### src/design/cfperm_pkg.sv
// Shared constants and control types for the orbit-minimum canonical form block.
// Depends on nothing; every other design file but cfperm_ram refers to it by scoped names.
package cfperm_pkg;

  localparam int EDGES     = 32;
  localparam int MAX_PERMS = 512;

  localparam int SET_W   = 32;
  localparam int ENTRY_W = 5;
  localparam int SLOT_IN_W = 9;
  localparam int CFG_W   = 10;

  localparam int LANES  = (EDGES < SET_W) ? EDGES : SET_W;
  localparam int SLOT_W = (MAX_PERMS > 1) ? $clog2(MAX_PERMS) : 1;
  localparam int CNT_W  = $clog2(MAX_PERMS + 1);

  localparam logic [SET_W-1:0] SET_MASK = SET_W'((64'd1 << LANES) - 64'd1);

  typedef struct packed {
    logic load;
    logic start;
    logic rd_en;
    logic cmp_en;
    logic out_load;
  } cmd_t;

  typedef struct packed {
    logic cfg_zero;
    logic last;
  } sts_t;

endpackage

### src/design/cfperm_ctrl.sv
// Controller: request handshake, query sequencing and result register valid.
// Depends on cfperm_pkg; commands cfperm_dp through cmd_t and reads sts_t.
module cfperm_ctrl (
  input  logic             clk,
  input  logic             rst,
  input  logic             in_valid,
  input  logic             in_mode,
  output logic             in_ready,
  output logic             out_valid,
  input  logic             out_ready,
  input  cfperm_pkg::sts_t sts,
  output cfperm_pkg::cmd_t cmd
);

  localparam logic [1:0] S_IDLE = 2'd0;
  localparam logic [1:0] S_RUN  = 2'd1;
  localparam logic [1:0] S_TAIL = 2'd2;
  localparam logic [1:0] S_DONE = 2'd3;

  logic [1:0] state;
  logic [1:0] state_next;
  logic       rd_pend;
  logic       accept;

  assign in_ready = (state == S_IDLE);
  assign accept   = in_valid && in_ready;

  always_comb begin
    state_next   = state;
    cmd.load     = 1'b0;
    cmd.start    = 1'b0;
    cmd.rd_en    = 1'b0;
    cmd.cmp_en   = rd_pend;
    cmd.out_load = 1'b0;
    case (state)
      S_IDLE: begin
        if (accept && !in_mode) begin
          cmd.load = 1'b1;
        end else if (accept) begin
          cmd.start  = 1'b1;
          state_next = sts.cfg_zero ? S_DONE : S_RUN;
        end
      end
      S_RUN: begin
        cmd.rd_en = 1'b1;
        if (sts.last) begin
          state_next = S_TAIL;
        end
      end
      S_TAIL: begin
        state_next = S_DONE;
      end
      S_DONE: begin
        if (!out_valid || out_ready) begin
          cmd.out_load = 1'b1;
          state_next   = S_IDLE;
        end
      end
      default: begin
        state_next = S_IDLE;
      end
    endcase
  end

  always_ff @(posedge clk) begin
    if (rst) begin
      state     <= S_IDLE;
      rd_pend   <= 1'b0;
      out_valid <= 1'b0;
    end else begin
      state   <= state_next;
      rd_pend <= cmd.rd_en;
      if (cmd.out_load) begin
        out_valid <= 1'b1;
      end else if (out_ready) begin
        out_valid <= 1'b0;
      end
    end
  end

endmodule

### config.mk
export PLATFORM = sky130hd
export DESIGN_NAME = cfperm_ctrl
export DESIGN_NICKNAME = d
export VERILOG_FILES = /design/src/design/cfperm_pkg.sv /design/src/design/cfperm_ctrl.sv
export SDC_FILE = /design/constraint.sdc
export NUM_CORES = 1
export LEC_CHECK = 0
export ABC_AREA = 1
export BUFFER_PORTS_ARGS = -buffer_cell sky130_fd_sc_hd__buf_4
export CAP_MARGIN = 0
export CORE_AREA = 2 2 39 41
export CTS_CLUSTER_DIAMETER = 150
export DETAILED_ROUTE_END_ITERATION = 10
export DIE_AREA = 0 0 41 43
export PLACE_DENSITY = 0.5
export SLEW_MARGIN = 30
export SYNTH_ARGS = -nofsm -noshare
export SYNTH_HDL_FRONTEND = slang
export SYNTH_SLANG_ARGS = --single-unit
### constraint.sdc
create_clock -name clk -period 1.2 [get_ports clk]
set_clock_uncertainty 0.05 [all_clocks]
set_input_delay 0.12 -clock clk [delete_from_list [all_inputs] [get_ports clk]]
set_output_delay 0.12 -clock clk [all_outputs]
set_load 0.02 [all_outputs]
==> impl_metrics.toml, run 1 <==
[sta]
finalHoldViolCount = 0
rsz0062_at_grt = "yes"
drv_slew = 0
layout_setup_ws_ps = -64.1
fin_crit_sh_pct = 105
tns_ps = -164
worst_hold_slack_ps = 161
timing.slew.headroom_pct = 86.2
post-route-min-period_ps = 1260
tightest_slew_ps = 206
setup_viol_count_final = 4
fmax_mhz = 791

[pwr]
p_total_mw = 1.19
leakage_nw = 0.279
peakVddDrop_mv = 0.856
power.density_nw_per_um2 = 2070

[setup_path]
end_kind = "primary output"
crit_path_max_fanout = 2
crit_path_end = "cmd[0]"
rr_startpoint = "state[1]$_SDFFE_PP0P_"
r2r_slack_ps = 20
cp-startpoint = "state[0]$_SDFFE_PP0P_"
cp.arrival_ps = 1090
slowest_delay_ps = 330
crit_path_start_kind = "flop"
critical_path_required_ps = 1030
r2r-end = "state[0]$_SDFFE_PP0P_"
path_cells = "buf_6 > ha_4 > inv_2 > a21oi_2 > buf_4"
critPathSlowestCell = "dfxtp_2"
worst-r2r-cell-count = 8
crit_type = "flop to primary output"

[grt]
grt_first_pass_wirelength_um = 1190
track_usage_pct = 10.2
antenna_found_initial = 0
overflow = 0
grt_pass1_vias = 307
grt_max_degree = 5

[clock_tree]
cts_buffers = 3
cts-root-buf = "clkbuf_4"
htree_levels = 1
cts_sinks = 4
clock_latency_ps = 230
clk_pin_slew_ps = 40
cts_max_path_buffers = 2
cts_tree = "done"

[final_layout]
final_cells = 79
syn_to_final_growth_pct = 94.5
final_util_pct = 41.5
fin_area_um2 = 574
fin_nets = 77
num_antenna_cells = 0
fillers = 136
drive_gt1_share_pct = 58.7

[die]
dieHeight_um = 43
placementRows = 14
die-area_um2 = 1760
die_w_um = 41
start_util_pct = 21.3
core_um2 = 1380
pin_count = 14

[yosys]
syn_nets = 55
synth_cells = 43
yosysSeqAreaShare_pct = 27.1
avgSynthCellArea_um2 = 6.87
ys_ff_latch = 4
yosys_warnings = 0
synth_area_um2 = 295
ys_types = 11

[run_status]
violations = "setup timing"
status = "complete, but fails checks"

[routing]
top_layer_used = "met3"
wirelength_um = 713
met1_length_um = 258
drc = 0
wl_met2_um = 415
ant_nets = 0
via_per_inst = 4.10
wl_met3_um = 39
vias = 324
wl_per_cell_um = 9.03
drt_iter0_markers = 6
firstDrtPassIters = 4

[placed_design]
dp_cells = 73
hpwl_um = 489
port_buffers = 13
pre_cts_ws_ps = 22.5
place.gp.congestion = 0.759
dpl-instance-area_um2 = 428

[min_path]
min_path_type = "input port to flop"

[run]
cap_violations = 0
-- cells in the final DEF, fill, tap and decap left out --
cell type and instances:
ha_1 2, dfxtp_4 1, nand3_4 2, nor2_1 4, dlygate4sd3_1 1, nand2_4 1
inv_2 2, nor2_2 3, clkbuf_4 3, inv_1 7, dfxtp_2 1, a21oi_2 1
a21oi_1 1, inv_6 1, buf_6 6, nand4_1 1, ha_4 3, buf_4 11
nand2_1 7, o21ai_0 1, dfxtp_1 2, nand2_2 2
-- per-layer routing --
| metal | global-route usage, % | up-vias |
|---|---|---|
| met1 | 8.97 | 148 |
| met4 | 4.00 | 0 |
| met3 | 4.71 | 0 |
| li1 | - | 170 |
| met5 | 0 | - |
| met2 | 18.4 | 6 |
-- report_power, final --
part / total, mW / internal (mW) / switching, mW
clock network: 0.164 / 0.112 / 0.0526
logic: 0.789 / 0.384 / 0.405
registers: 0.233 / 0.185 / 0.0482
total: 1.19 / 0.681 / 0.506
-- cell type report --
| class | instances | area, um2 | share of cell area, % |
|---|---|---|---|
| clock buffers | 3 | 22.5 | 3.92 |
| inverters | 10 | 42.5 | 7.41 |
| multi-input cells | 28 | 244 | 42.5 |
| flip-flops and latches | 4 | 85.1 | 14.8 |
| well taps | 16 | 20.0 | 3.49 |
| repair buffers | 18 | 160 | 27.9 |
-- cell families after synthesis --
group,Yosys count,share of synthesized area (%)
AOI/OAI and AO/OA,3,5.08
adders and majority gates,5,21.2
and+or+nand+nor,20,31.4
buffers and inverters,11,15.3
DFF,4,27.1
-- registers in the layout, summed over array words and instances, names as in the netlist --
name and cells:
out_valid 1, rd_pend 1, state 2
-- worst min-delay path by stage --
stage | from | end | slack, ps | depth (start not counted)
after global placement | rst | out_valid$_SDFFE_PP0P_ | 250 | 2
after CTS | out_ready | out_valid$_SDFFE_PP0P_ | 120 | 4
after floorplan | rst | out_valid$_SDFFE_PP0P_ | 140 | 1
after global routing | out_ready | out_valid$_SDFFE_PP0P_ | 180 | 4
after detailed placement | rst | out_valid$_SDFFE_PP0P_ | 250 | 2
final | out_ready | out_valid$_SDFFE_PP0P_ | 160 | 4
-- synth_stat cells --
library cell	instances	area [um2]
a21oi_1	2	10.0
buf_4	1	7.51
dfxtp_1	4	80.1
ha_1	5	62.6
inv_1	10	37.5
nand2_1	9	33.8
nand2_2	1	6.26
nand3_2	2	20.0
nand4_1	1	6.26
nor2_1	7	26.3
o21ai_0	1	5.00
-- what timing repair did --
action,CTS,global route
hold buffers,1,0
gates resized for setup,17,9
endpoints found under the hold margin,1,0
pin swaps,2,0
setup endpoints to repair,5,6
setup buffers,2,0
-- critical path, delay by kind of cell, from the launching register on --
kind | cells | cell delay (ps)
AOI/OAI and AO/OA | 1 | 100
adders and majority gates | 1 | 130
buffers and inverters | 3 | 300
DFF | 1 | 330
No activity file was read; power rests on OpenSTA's default activity.
==> run 2, diff against run 1 <==
- BUFFER_PORTS_ARGS: -buffer_cell sky130_fd_sc_hd__buf_4 -> not set
- DONT_BUFFER_PORTS: not set -> 1
- PLACE_DENSITY: 0.5 -> 0.41
==> run 2 against run 1 <==
Effect of this change:
- the flow still finishes with violations (setup timing)
- final cell count decreased by 14%
- setup slack improved by 57 ps
- clock power about the same
- flip-flop and latch count unchanged
- total power decreased by 11%
==> impl_metrics.toml, run 2 (same netlist as run 1, synthesis figures left out) <==
[sta]
tightest_slew_ps = 224
drv_slew = 0
finalHoldViolCount = 0
timing.slew.headroom_pct = 85.0
setup_viol_count_final = 1
fin_crit_sh_pct = 101
layout_setup_ws_ps = -7.11
post-route-min-period_ps = 1210
worst_hold_slack_ps = 84.4
tns_ps = -7.11
rsz0062_at_grt = "yes"
fmax_mhz = 828

[final_layout]
top_regs = "state x2, out_valid x1, rd_pend x1"
fin_nets = 66
largest_register_ffs = 2
final_util_pct = 34.6
layout_common_cells = "inv_1, nand2_1, nor2_1"
fin_area_um2 = 479
drive_gt1_share_pct = 51.9
syn_to_final_growth_pct = 62.3
num_antenna_cells = 0
top_register = "state"

[run_status]
status = "complete, but fails checks"
violations = "setup timing"

[min_path]
worstHoldStart = "out_ready"
min_path_type = "input port to flop"

[clock_tree]
clock_latency_ps = 230
cts_max_path_buffers = 2
cts_sinks = 4
cts_buffers = 3
cts-root-buf = "clkbuf_4"
cts_tree = "done"
htree_levels = 1
clk_pin_slew_ps = 40

[routing]
wl_per_cell_um = 9.00
vias = 272
ant_nets = 0
drc = 0
via_per_inst = 4.00
drt_iter0_markers = 9
wirelength_um = 612
firstDrtPassIters = 4

[die]
pin_count = 14
start_util_pct = 21.3
die_w_um = 41
die-area_um2 = 1760
placementRows = 14
dieHeight_um = 43
core_um2 = 1380

[placed_design]
place.gp.congestion = 0.687
port_buffers = 0
hpwl_um = 453
dpl-instance-area_um2 = 345

[setup_path]
cp_top_family = "flip-flops"
critPathSlowestCell = "dfxtp_4"
rr_startpoint = "state[1]$_SDFFE_PP0P_"
slowest_delay_ps = 360
crit_path_start_kind = "flop"
r2r_slack_ps = 80
path_cells = "inv_4 > ha_4 > inv_2 > nor2_4"
crit_type = "flop to primary output"
end_kind = "primary output"
critPathBufInv = 2
cp-startpoint = "state[1]$_SDFFE_PP0P_"
critical_path_required_ps = 1030
cp.arrival_ps = 1040
crit_path_max_fanout = 4

[pwr]
leakage_nw = 0.220
power.density_nw_per_um2 = 2200
peakVddDrop_mv = 0.527

[grt]
track_usage_pct = 6.81
antenna_found_initial = 0
grt_max_degree = 5
grt_pass1_vias = 231
overflow = 0
grt_first_pass_wirelength_um = 772

[run]
cap_violations = 0
-- run 2: cell types whose count changed in the layout (fill, tap and decap cells not counted), moves of 2 or more --
| cell | before | now |
|---|---|---|
| inv_4 | 0 | 2 |
| nor2_2 | 3 | 0 |
| buf_4 | 11 | 4 |
| buf_6 | 6 | 2 |
| nor2_4 | 0 | 2 |
-- run 2: routing by layer --
| layer | routed length, um | global-route usage [%] |
|---|---|---|
| met3 | 27 | 4.71 |
| met5 | 0 | 0 |
| met2 | 317 | 9.69 |
| met1 | 267 | 7.03 |
| met4 | 0 | 4.00 |
-- run 2: path summary, 6_finish.rpt --
| check | endpoint | cells past startpoint |
|---|---|---|
| worst max-delay path | cmd[3] | 4 |
| worst min-delay path | out_valid$_SDFFE_PP0P_ | 3 |
| worst max register to register | state[1]$_SDFFE_PP0P_ | 7 |
| worst min register to register | out_valid$_SDFFE_PP0P_ | 2 |
-- run 2: per-stage QoR --
stage | power, mW | worst slack, ps | cells
6_report | 1.05 | -7.11 | 68
5_1_grt | 1.15 | -45.8 | 68
4_1_cts | 0.999 | -24.9 | 67
3_5_place_dp | 0.692 | -43.6 | 62
3_3_place_gp | 0.694 | -11.5 | 62
2_1_floorplan | 0.588 | 4.57 | 43
-- run 2: tightest hold or removal path: cells and delay by family --
kind	cells	cell delay (ps)
buffers and inverters	1	70
and+or+nand+nor	1	70
AOI/OAI and AO/OA	1	50
-- run 2: where the power goes --
group          leakage [nW]  total [mW]  internal [mW]  switching [mW]
clock                0.0138       0.161          0.111          0.0496
combinational         0.172       0.631          0.277           0.355
sequential           0.0341       0.261          0.191          0.0705
total                 0.220        1.05          0.579           0.475
-- run 2: area by class of cell --
class,count,area (um2)
Fill cell,155,905
Multi-Input combinational cell,28,244
Sequential cell,4,87.6
Timing Repair Buffer,7,62.6
Inverter,10,42.5
Clock buffer,3,22.5
Tap cell,16,20.0
-- run 2: repair_timing --
action                     4_1_cts  5_1_grt
gates resized for setup         17        9
pin swaps                        3        6
setup endpoints to repair        6        6
setup buffers                    1        1
hold buffers                     1        0
hold endpoints to repair         4        0
